==> src/utp_pkg.sv <==
// ----------------------------------------------------------------------------
// utp_pkg
// Shared types and constants of the unsigned integer text parser.
// ----------------------------------------------------------------------------
package utp_pkg;

    localparam int DEF_VALUE_WIDTH = 32;
    localparam int DEF_COUNT_WIDTH = 16;
    localparam int MID_DEPTH       = 2;
    localparam int OUT_DEPTH       = 2;

    localparam int        BASE_WIDTH = 6;
    localparam logic [5:0] BASE_RESET = 6'd10;
    localparam logic [5:0] BASE_AUTO  = 6'd0;
    localparam logic [5:0] BASE_ONE   = 6'd1;
    localparam logic [5:0] BASE_OCT   = 6'd8;
    localparam logic [5:0] BASE_DEC   = 6'd10;
    localparam logic [5:0] BASE_HEX   = 6'd16;
    localparam logic [5:0] BASE_MAX   = 6'd36;

    // digit code of a byte that is no alphanumeric character
    localparam logic [5:0] DIGIT_NONE = 6'h3f;

    localparam logic [7:0] CH_TAB   = 8'd9;
    localparam logic [7:0] CH_CR    = 8'd13;
    localparam logic [7:0] CH_SPACE = 8'd32;
    localparam logic [7:0] CH_PLUS  = 8'd43;
    localparam logic [7:0] CH_MINUS = 8'd45;
    localparam logic [7:0] CH_0     = 8'd48;
    localparam logic [7:0] CH_9     = 8'd57;
    localparam logic [7:0] CH_UA    = 8'd65;
    localparam logic [7:0] CH_UF    = 8'd70;
    localparam logic [7:0] CH_UX    = 8'd88;
    localparam logic [7:0] CH_UZ    = 8'd90;
    localparam logic [7:0] CH_LA    = 8'd97;
    localparam logic [7:0] CH_LF    = 8'd102;
    localparam logic [7:0] CH_LX    = 8'd120;
    localparam logic [7:0] CH_LZ    = 8'd122;

    typedef enum logic [1:0] {
        ST_OK       = 2'd0,
        ST_BAD_BASE = 2'd1,
        ST_NO_DIGIT = 2'd2,
        ST_OVERFLOW = 2'd3
    } t_status;

    typedef enum logic [5:0] {
        PH_IDLE   = 6'b000001,
        PH_LEAD   = 6'b000010,
        PH_START  = 6'b000100,
        PH_ZERO   = 6'b001000,
        PH_XSEEN  = 6'b010000,
        PH_DIGITS = 6'b100000
    } t_phase;

    // classified character as handed from front to back
    typedef struct packed {
        logic       first;
        logic       space;
        logic       plus;
        logic       minus;
        logic       zero;
        logic       x_ch;
        logic       hex;
        logic [5:0] digit;
    } t_class;

    localparam int CLASS_WIDTH = $bits(t_class);

endpackage

==> src/unsigned_integer_text_parser_top.sv <==
// ----------------------------------------------------------------------------
// unsigned_integer_text_parser_top
// Streaming text-to-unsigned converter with queue-style ports.
// ----------------------------------------------------------------------------
// One character word is pushed per cycle while full is low; a word with
// i_first_char set opens a new string and drops any parse in progress.
// Leading whitespace and one sign are skipped, then digits of the base in the
// number_base register (2..36, or 0 to pick 16/8/10 from a "0x"/"0" prefix)
// are accumulated. The first byte that is not a digit, or NUL, closes the
// string and queues one result word: value (negated modulo 2^VALUE_WIDTH
// after '-', all ones on overflow), end_offset (bytes consumed) and status
// (ok, bad base, no digits, overflow). A bad base gives its result on the
// first byte. Throughput is one character per cycle, with a combinational
// multiply-accumulate in the back end; the parser stalls only while the
// result queue is full. A result word is on the output from the cycle after
// the edge that hands its closing byte to the parser.
// Bytes pushed outside a string are dropped. number_base is sampled when a
// string opens and must only be written while no result is outstanding.
// ----------------------------------------------------------------------------
module unsigned_integer_text_parser_top #(
    parameter int VALUE_WIDTH = utp_pkg::DEF_VALUE_WIDTH,
    parameter int COUNT_WIDTH = utp_pkg::DEF_COUNT_WIDTH
) (
    input  logic                   i_clk,
    input  logic                   i_rst_n,
    // config
    input  logic                   i_cfg_wr_en,
    input  logic [5:0]             i_cfg_wr_data,
    // character side
    input  logic                   push,
    output logic                   full,
    input  logic [7:0]             i_character,
    input  logic                   i_first_char,
    // result side
    output logic                   empty,
    input  logic                   pop,
    output logic [VALUE_WIDTH-1:0] o_value,
    output logic [COUNT_WIDTH-1:0] o_end_offset,
    output logic [1:0]             o_status
);
    import utp_pkg::*;

    localparam int RES_WIDTH = VALUE_WIDTH + COUNT_WIDTH + 2;

    logic [5:0]             r_number_base;

    // front to back
    t_class                 mid_word;
    logic                   mid_empty;
    logic                   mid_pop;

    // back to result queue
    logic                   res_push;
    logic                   res_full;
    logic [VALUE_WIDTH-1:0] res_value;
    logic [COUNT_WIDTH-1:0] res_end;
    logic [1:0]             res_status;
    logic [RES_WIDTH-1:0]   res_q;

    always_ff @(posedge i_clk) begin
        if (!i_rst_n) begin
            r_number_base <= BASE_RESET;
        end else if (i_cfg_wr_en) begin
            r_number_base <= i_cfg_wr_data;
        end
    end

    // classify and queue characters
    utp_front u_front (
        .i_clk        (i_clk),
        .i_rst_n      (i_rst_n),
        .i_push       (push),
        .o_full       (full),
        .i_character  (i_character),
        .i_first_char (i_first_char),
        .o_word       (mid_word),
        .o_empty      (mid_empty),
        .i_pop        (mid_pop)
    );

    // parse; stalls only while the result queue is full
    utp_back #(
        .VALUE_WIDTH (VALUE_WIDTH),
        .COUNT_WIDTH (COUNT_WIDTH)
    ) u_back (
        .i_clk         (i_clk),
        .i_rst_n       (i_rst_n),
        .i_number_base (r_number_base),
        .i_word        (mid_word),
        .i_empty       (mid_empty),
        .o_pop         (mid_pop),
        .i_full        (res_full),
        .o_push        (res_push),
        .o_value       (res_value),
        .o_end_offset  (res_end),
        .o_status      (res_status)
    );

    // result queue decouples the parser from the consumer
    utp_fifo #(
        .WIDTH (RES_WIDTH),
        .DEPTH (OUT_DEPTH)
    ) u_res_q (
        .i_clk   (i_clk),
        .i_rst_n (i_rst_n),
        .i_push  (res_push),
        .i_data  ({res_value, res_end, res_status}),
        .o_full  (res_full),
        .i_pop   (pop),
        .o_data  (res_q),
        .o_empty (empty)
    );

    assign o_value      = res_q[RES_WIDTH-1 -: VALUE_WIDTH];
    assign o_end_offset = res_q[COUNT_WIDTH+1 -: COUNT_WIDTH];
    assign o_status     = res_q[1:0];

endmodule

==> src/utp_fifo.sv <==
// ----------------------------------------------------------------------------
// utp_fifo
// Small register queue with push/full and pop/empty sides.
// ----------------------------------------------------------------------------
module utp_fifo #(
    parameter int WIDTH = 8,
    parameter int DEPTH = 2
) (
    input  logic             i_clk,
    input  logic             i_rst_n,
    input  logic             i_push,
    input  logic [WIDTH-1:0] i_data,
    output logic             o_full,
    input  logic             i_pop,
    output logic [WIDTH-1:0] o_data,
    output logic             o_empty
);
    localparam int AW   = (DEPTH > 1) ? $clog2(DEPTH) : 1;
    localparam int CNTW = $clog2(DEPTH + 1);

    logic [WIDTH-1:0] r_mem [DEPTH];
    logic [AW-1:0]    r_wr_ptr, n_wr_ptr;
    logic [AW-1:0]    r_rd_ptr, n_rd_ptr;
    logic [CNTW-1:0]  r_count, n_count;
    logic             wr, rd;

    assign o_full  = (r_count == CNTW'(DEPTH));
    assign o_empty = (r_count == '0);
    assign o_data  = r_mem[r_rd_ptr];
    assign wr      = i_push && !o_full;
    assign rd      = i_pop && !o_empty;

    always_comb begin
        n_wr_ptr = r_wr_ptr;
        n_rd_ptr = r_rd_ptr;
        n_count  = r_count;
        if (wr) begin
            n_wr_ptr = (r_wr_ptr == AW'(DEPTH - 1)) ? '0 : r_wr_ptr + AW'(1);
        end
        if (rd) begin
            n_rd_ptr = (r_rd_ptr == AW'(DEPTH - 1)) ? '0 : r_rd_ptr + AW'(1);
        end
        if (wr && !rd) begin
            n_count = r_count + CNTW'(1);
        end else if (rd && !wr) begin
            n_count = r_count - CNTW'(1);
        end
    end

    always_ff @(posedge i_clk) begin
        if (!i_rst_n) begin
            r_wr_ptr <= '0;
            r_rd_ptr <= '0;
            r_count  <= '0;
        end else begin
            r_wr_ptr <= n_wr_ptr;
            r_rd_ptr <= n_rd_ptr;
            r_count  <= n_count;
        end
    end

    always_ff @(posedge i_clk) begin
        if (wr) begin
            r_mem[r_wr_ptr] <= i_data;
        end
    end

endmodule

==> src/utp_front.sv <==
// ----------------------------------------------------------------------------
// utp_front
// Accepts characters, classifies them and queues them for the parser.
// ----------------------------------------------------------------------------
module utp_front (
    input  logic            i_clk,
    input  logic            i_rst_n,
    input  logic            i_push,
    output logic            o_full,
    input  logic [7:0]      i_character,
    input  logic            i_first_char,
    output utp_pkg::t_class o_word,
    output logic            o_empty,
    input  logic            i_pop
);
    import utp_pkg::*;

    t_class                 cls;
    logic [CLASS_WIDTH-1:0] q_data;

    always_comb begin
        cls       = '0;
        cls.first = i_first_char;
        cls.space = ((i_character >= CH_TAB) && (i_character <= CH_CR))
                    || (i_character == CH_SPACE);
        cls.plus  = (i_character == CH_PLUS);
        cls.minus = (i_character == CH_MINUS);
        cls.zero  = (i_character == CH_0);
        cls.x_ch  = (i_character == CH_LX) || (i_character == CH_UX);
        cls.hex   = ((i_character >= CH_0) && (i_character <= CH_9))
                    || ((i_character >= CH_LA) && (i_character <= CH_LF))
                    || ((i_character >= CH_UA) && (i_character <= CH_UF));
        if ((i_character >= CH_0) && (i_character <= CH_9)) begin
            cls.digit = 6'(i_character - CH_0);
        end else if ((i_character >= CH_LA) && (i_character <= CH_LZ)) begin
            cls.digit = 6'(i_character - CH_LA + 8'd10);
        end else if ((i_character >= CH_UA) && (i_character <= CH_UZ)) begin
            cls.digit = 6'(i_character - CH_UA + 8'd10);
        end else begin
            cls.digit = DIGIT_NONE;
        end
    end

    utp_fifo #(
        .WIDTH (CLASS_WIDTH),
        .DEPTH (MID_DEPTH)
    ) u_mid_q (
        .i_clk   (i_clk),
        .i_rst_n (i_rst_n),
        .i_push  (i_push),
        .i_data  (cls),
        .o_full  (o_full),
        .i_pop   (i_pop),
        .o_data  (q_data),
        .o_empty (o_empty)
    );

    assign o_word = t_class'(q_data);

endmodule

==> src/utp_back.sv <==
// ----------------------------------------------------------------------------
// utp_back
// Parse state machine and digit multiply-accumulate; emits one result word.
// ----------------------------------------------------------------------------
module utp_back #(
    parameter int VALUE_WIDTH = utp_pkg::DEF_VALUE_WIDTH,
    parameter int COUNT_WIDTH = utp_pkg::DEF_COUNT_WIDTH
) (
    input  logic                   i_clk,
    input  logic                   i_rst_n,
    input  logic [5:0]             i_number_base,
    input  utp_pkg::t_class        i_word,
    input  logic                   i_empty,
    output logic                   o_pop,
    input  logic                   i_full,
    output logic                   o_push,
    output logic [VALUE_WIDTH-1:0] o_value,
    output logic [COUNT_WIDTH-1:0] o_end_offset,
    output logic [1:0]             o_status
);
    import utp_pkg::*;

    localparam int SW = VALUE_WIDTH + BASE_WIDTH;

    t_phase                 r_phase, n_phase;
    logic [VALUE_WIDTH-1:0] r_acc, n_acc;
    logic                   r_minus, n_minus;
    logic                   r_ovf, n_ovf;
    logic [5:0]             r_base, n_base;
    logic [COUNT_WIDTH-1:0] r_count, n_count;

    logic                   go;
    logic                   hit;
    logic                   do_start, do_digit, any;
    logic [SW-1:0]          mac;
    t_status                st;

    assign go    = !i_empty && !i_full;
    assign o_pop = go;

    // a result only leaves with a word that is actually taken
    assign o_push = go && hit;

    always_comb begin
        n_phase  = r_phase;
        n_acc    = r_acc;
        n_minus  = r_minus;
        n_ovf    = r_ovf;
        n_base   = r_base;
        n_count  = r_count;
        do_start = 1'b0;
        do_digit = 1'b0;
        any      = 1'b0;
        hit      = 1'b0;
        o_value  = '0;
        o_end_offset = '0;
        st       = ST_OK;

        if (i_word.first) begin
            n_acc   = '0;
            n_minus = 1'b0;
            n_ovf   = 1'b0;
            n_count = '0;
            n_base  = i_number_base;
            n_phase = PH_LEAD;
        end

        // accumulator is zero whenever the base is still being settled
        mac = SW'(n_acc) * SW'(n_base) + SW'(i_word.digit);

        if (i_word.first && ((i_number_base == BASE_ONE) || (i_number_base > BASE_MAX))) begin
            n_base  = BASE_AUTO;
            n_phase = PH_IDLE;
            hit     = 1'b1;
            st      = ST_BAD_BASE;
        end else begin
            case (n_phase)
                PH_LEAD: begin
                    if (i_word.space) begin
                        if (!(&n_count)) n_count = n_count + COUNT_WIDTH'(1);
                    end else if (i_word.plus || i_word.minus) begin
                        n_minus = i_word.minus;
                        if (!(&n_count)) n_count = n_count + COUNT_WIDTH'(1);
                        n_phase = PH_START;
                    end else begin
                        do_start = 1'b1;
                    end
                end
                PH_START: begin
                    do_start = 1'b1;
                end
                PH_ZERO: begin
                    if (i_word.x_ch) begin
                        if (!(&n_count)) n_count = n_count + COUNT_WIDTH'(1);
                        n_phase = PH_XSEEN;
                    end else begin
                        do_digit = 1'b1;
                        any      = 1'b1;
                    end
                end
                PH_XSEEN: begin
                    if (i_word.hex) begin
                        n_base   = BASE_HEX;
                        do_digit = 1'b1;
                        any      = 1'b1;
                    end else begin
                        // "0x" without hex digit: value 0, ends after the '0'
                        hit          = 1'b1;
                        o_end_offset = n_count - COUNT_WIDTH'(1);
                        n_phase      = PH_IDLE;
                    end
                end
                PH_DIGITS: begin
                    do_digit = 1'b1;
                    any      = 1'b1;
                end
                default: begin
                end
            endcase

            if (do_start) begin
                if (((n_base == BASE_AUTO) || (n_base == BASE_HEX)) && i_word.zero) begin
                    if (n_base == BASE_AUTO) n_base = BASE_OCT;
                    if (!(&n_count)) n_count = n_count + COUNT_WIDTH'(1);
                    n_phase = PH_ZERO;
                end else begin
                    if (n_base == BASE_AUTO) n_base = BASE_DEC;
                    do_digit = 1'b1;
                end
            end

            if (do_digit) begin
                if (i_word.digit < n_base) begin
                    n_acc = mac[VALUE_WIDTH-1:0];
                    if (|mac[SW-1:VALUE_WIDTH]) n_ovf = 1'b1;
                    if (!(&n_count)) n_count = n_count + COUNT_WIDTH'(1);
                    n_phase = PH_DIGITS;
                end else begin
                    hit     = 1'b1;
                    n_phase = PH_IDLE;
                    if (!any) begin
                        st = ST_NO_DIGIT;
                    end else if (n_ovf) begin
                        st           = ST_OVERFLOW;
                        o_value      = '1;
                        o_end_offset = n_count;
                    end else begin
                        o_value      = n_minus ? (VALUE_WIDTH'(0) - n_acc) : n_acc;
                        o_end_offset = n_count;
                    end
                end
            end
        end
    end

    assign o_status = st;

    always_ff @(posedge i_clk) begin
        if (!i_rst_n) begin
            r_phase <= PH_IDLE;
            r_acc   <= '0;
            r_minus <= 1'b0;
            r_ovf   <= 1'b0;
            r_base  <= BASE_AUTO;
            r_count <= '0;
        end else if (go) begin
            r_phase <= n_phase;
            r_acc   <= n_acc;
            r_minus <= n_minus;
            r_ovf   <= n_ovf;
            r_base  <= n_base;
            r_count <= n_count;
        end
    end

endmodule

==> config.mk <==
export PLATFORM = sky130hd
export DESIGN_NAME = unsigned_integer_text_parser_top
export DESIGN_NICKNAME = d
export VERILOG_FILES = /design/src/utp_pkg.sv /design/src/unsigned_integer_text_parser_top.sv /design/src/utp_fifo.sv /design/src/utp_front.sv /design/src/utp_back.sv
export SDC_FILE = /design/constraint.sdc
export NUM_CORES = 1
export LEC_CHECK = 0
export ABC_CLOCK_PERIOD_IN_PS = 20600
export BUFFER_PORTS_ARGS = -buffer_cell sky130_fd_sc_hd__buf_2
export CAP_MARGIN = 20
export CORE_MARGIN = 4
export CORE_UTILIZATION = 60
export DETAILED_ROUTE_END_ITERATION = 10
export PLACE_DENSITY_LB_ADDON = 0.08
export REMOVE_ABC_BUFFERS = 1
export SLEW_MARGIN = 10
export SYNTH_ARGS = -nofsm -noshare
export SYNTH_HDL_FRONTEND = slang
export SYNTH_HIERARCHICAL = 1
export SYNTH_SLANG_ARGS = --single-unit
==> constraint.sdc <==
create_clock -name i_clk -period 20.6 [get_ports i_clk]
set_input_delay 1.03 -clock i_clk [delete_from_list [all_inputs] [get_ports i_clk]]
set_output_delay 1.03 -clock i_clk [all_outputs]
set_load 0.02 [all_outputs]
==> Flow_metrics.wiki <==
{| class="wikitable"
! Metric !! Value
|-
| Detailed-route via count || 14765
|-
| Endpoint arrival time on the critical path || 8.30 ns
|-
| Fin nets || 2190
|-
| Max Buffers Root-to-Sink || 3
|-
| Fraction of the yosys area taken by sequential cells || 29.03%
|-
| Worst Setup Start Kind || flop
|-
| Io pins || 72
|-
| Slew Viols, Final || 0
|-
| Initial antenna violation count || 1
|-
| R2R setup slack || 12.73 ns
|-
| Drt first-iter violations || 1357
|-
| Count of clock tree sinks || 204
|-
| Clock slew at the register clock pins of the worst setup and hold paths || 0.06 ns
|-
| H-tree level count || 1
|-
| Number of synthesized flops with an enable pin || 126
|-
| Most common cell in the synthesized netlist || sky130_fd_sc_hd__and2_1
|-
| Reported max-cap violation count || 0
|-
| HPWL after DPL || 35470 um
|-
| Power density over cell area || 72.35 mW/mm^2
|-
| DR WL/cell || 20.48 um
|-
| Achievable clock frequency || 127.1 MHz
|-
| Weighted congestion at the end of routability-driven global placement || 0.9521
|-
| TNS Setup || 0 ns
|-
| Fillers || 2494
|-
| Hold-fix buffers at CTS || 0
|-
| Synthesized area divided by synthesized cell count || 9.515 um^2
|-
| CTS tree || done
|-
| Count of state elements after synthesis || 204
|-
| Std-Cell Rows || 63
|-
| Die Area || 0.03355 mm^2
|-
| Netlist area before placement || 0.01841 mm^2
|-
| Clock insertion delay at the later pin of the skew report || 0.54 ns
|-
| Worst hold slack after final layout || 0.5121 ns
|-
| Gates resized, CTS repair || 0
|-
| Element type at the critical path end || flop
|-
| Number of antenna repair diodes || 0
|-
| Wire length of the first global-routing pass || 78320 um
|-
| Number of detailed-route iterations in the first pass || 5
|-
| Critical path class || flop to flop
|-
| Cell type with the highest aggregate area in the netlist || sky130_fd_sc_hd__edfxtp_1
|-
| Most frequent cells after synthesis || sky130_fd_sc_hd__and2_1 (205), sky130_fd_sc_hd__nand2_1 (138), sky130_fd_sc_hd__edfxtp_1 (126)
|-
| Synthesis-to-finish area growth || 7.639%
|-
| Relative max-transition margin || 32.62%
|-
| Period Utilization, post-route || 38.21%
|-
| Postcts setup bufs || 0
|-
| Actual slew at the worst max-slew pin || 1.011 ns
|-
| Width of the chip || 183.2 um
|-
| Setup clock skew after layout || 0.01408 ns
|-
| Final setup violation count || 0
|-
| RSZ-0062 raised after global routing || no
|-
| CP max FO || 63
|-
| Warnings, synthesis || 6
|-
| Number of global-route vias before repair || 14395
|-
| Via density || 6.280
|-
| Run status || completed
|-
| Most area-consuming cells after synthesis || sky130_fd_sc_hd__edfxtp_1 (21%), sky130_fd_sc_hd__fa_1 (13%), sky130_fd_sc_hd__dfxtp_1 (8.5%)
|-
| Vert. Die Dim || 183.2 um
|-
| Remaining DRCs || 0
|-
| Effective utilization at floorplan || 61.47%
|-
| Root cell of the clock tree || sky130_fd_sc_hd__clkbuf_16
|-
| Total detailed-routing wirelength || 48150 um
|-
| Maximum ir drop on the vdd rail || 78.78 uV
|-
| Synth top area share || 20.55%
|-
| PortBufs || 71
|-
| Class of the tightest hold or removal check || flop to flop
|-
| Aggregate global-route resource usage || 28.65%
|-
| Post-synthesis async set-or-reset flop share || 0%
|-
| Final ANT Viol Nets || 0
|-
| Pwr Total || 1.434 mW
|-
| Total leakage power || 8.096 nW
|-
| Critical path required time || 21.03 ns
|-
| Core Footprint || 0.02995 mm^2
|-
| Synth Instances || 1935
|-
| Number of distinct library cell variants in the gate-level netlist after synthesis || 99
|-
| Num CTS Buffers || 24
|-
| Fraction of layout cells with a size suffix above 1 || 12.75%
|-
| Gr ovfl total || 0
|-
| Maximum number of pins on one net before global-route repair || 64
|-
| Final critical delay including setup and external delays || 7.871 ns
|-
| Dominant register cell in the synthesized netlist || sky130_fd_sc_hd__edfxtp_1
|-
| Hold violation total from the final report || 0
|}
## worst paths after layout
path / start / end / cells past startpoint
worst max register to register: flop / u_back/r_ovf$_SDFFE_PN0P_ / 26
worst max-delay path: flop / u_back/r_ovf$_SDFFE_PN0P_ / 26
worst min register to register: u_back/r_acc[9]$_SDFFE_PN0P_ / u_back/r_acc[9]$_SDFFE_PN0P_ / 2
worst min-delay path: u_back/r_acc[9]$_SDFFE_PN0P_ / u_back/r_acc[9]$_SDFFE_PN0P_ / 2
## area by class of cell
class                   count  area, um^2  area share (%)
well taps                 390       488.0           2.462
repair buffers             90       495.5           2.500
flip-flops and latches    204        5346           26.98
clock inverters            16       216.5           1.092
inverters                  74       277.8           1.402
multi-input cells        1549       12350           62.31
clock buffers              28       645.6           3.258
## cells in the final DEF (no fill, tap or decap), drive strengths merged, types with 7 or more instances in the layout
cell type / synthesis / layout
nand4: 16 / 16
or3: 15 / 15
a22oi: 21 / 21
a21oi: 102 / 102
inv: 73 / 77
or4: 7 / 7
ha: 103 / 103
buf: 33 / 90
o31ai: 11 / 11
nand2: 142 / 142
nand3b: 7 / 7
a211oi: 10 / 10
o21a: 16 / 16
and3: 15 / 15
nor3: 31 / 31
or2: 9 / 9
xor2: 29 / 29
clkinv: 1 / 8
mux2i: 23 / 23
edfxtp: 126 / 126
a31oi: 29 / 29
a32oi: 7 / 7
nand3: 42 / 42
nor4: 25 / 25
fa: 124 / 124
a21o: 24 / 24
o21ai: 88 / 88
nor2b: 66 / 66
nand2b: 15 / 15
xnor2: 58 / 58
mux2: 69 / 69
nor2: 125 / 125
a21boi: 10 / 10
clkbuf: 75 / 28
and2: 207 / 207
o22ai: 14 / 14
dfxtp: 78 / 78
## stage by stage
stage	std cells	setup WS, ns	utilization, %	area, um^2
2_1_floorplan	1827	13.51	-	17950
3_3_place_gp	2305	13.08	63.24	18940
3_5_place_dp	2305	12.81	63.24	18940
4_1_cts	2349	12.75	66.12	19810
5_1_grt	2351	12.18	66.16	19820
6_report	2351	12.73	66.16	19820
## worst max-delay path: stages (launching register included)
cell and delay [ns]:
sky130_fd_sc_hd__dfxtp_1 0.68, sky130_fd_sc_hd__mux2_4 0.57, sky130_fd_sc_hd__buf_4 0.62, sky130_fd_sc_hd__nor2b_1 0.10, sky130_fd_sc_hd__buf_4 0.23, sky130_fd_sc_hd__and2_1 0.20, sky130_fd_sc_hd__fa_1 0.54, sky130_fd_sc_hd__inv_1 0.05
sky130_fd_sc_hd__fa_1 0.48, sky130_fd_sc_hd__inv_1 0.06, sky130_fd_sc_hd__fa_1 0.53, sky130_fd_sc_hd__inv_1 0.05, sky130_fd_sc_hd__fa_1 0.50, sky130_fd_sc_hd__inv_1 0.04, sky130_fd_sc_hd__ha_1 0.36, sky130_fd_sc_hd__nand3_1 0.10
sky130_fd_sc_hd__o22ai_1 0.27, sky130_fd_sc_hd__o21ai_0 0.14, sky130_fd_sc_hd__a21o_1 0.20, sky130_fd_sc_hd__a21bo_2 0.21, sky130_fd_sc_hd__a31oi_1 0.24, sky130_fd_sc_hd__nor4_1 0.17, sky130_fd_sc_hd__o41ai_1 0.62, sky130_fd_sc_hd__a31oi_1 0.15
sky130_fd_sc_hd__o21ai_0 0.23, sky130_fd_sc_hd__xnor2_1 0.13, sky130_fd_sc_hd__o31a_1 0.24
## power breakdown
group	switching, mW	internal [mW]	leakage, nW
logic	0.311	0.154	6.00
clock network	0.183	0.278	0.417
registers	0.0362	0.472	1.68
total	0.530	0.904	8.10
## state kept, by name, summed over array words and instances, names as in the netlist, named ones only
signal	flops
u_back/r_base	6
u_back/r_acc	32
u_back/r_ovf	1
u_front/u_mid_q/r_mem	26
u_res_q/r_rd_ptr	1
u_res_q/r_mem	100
u_back/r_count	16
r_number_base	6
u_front/u_mid_q/r_count	2
u_back/r_phase	6
u_front/u_mid_q/r_wr_ptr	1
u_front/u_mid_q/r_rd_ptr	1
u_res_q/r_count	2
u_res_q/r_wr_ptr	1
u_back/r_minus	1
## cell families (layout without fill, tap and decap cells)
family,count (synthesis),count (layout),share of synthesized area (%)
compound gates,395,395,14.25
xor+xnor,87,87,4.220
fa+ha+maj,227,227,20.48
buf+inv,182,208,4.010
flops,204,204,29.03
mux,92,92,5.491
simple gates,748,748,22.51
## per-layer routing
layer | wire length, um | track usage, % | share of wire, %
met3 | 4528 | 5.851 | 9.4
met4 | 1093 | 6.824 | 2.3
met2 | 21150 | 43.80 | 44
met1 | 21380 | 42.28 | 44
met5 | 0 | 0 | 0
Note: power is estimated with default switching activity, not from simulation.
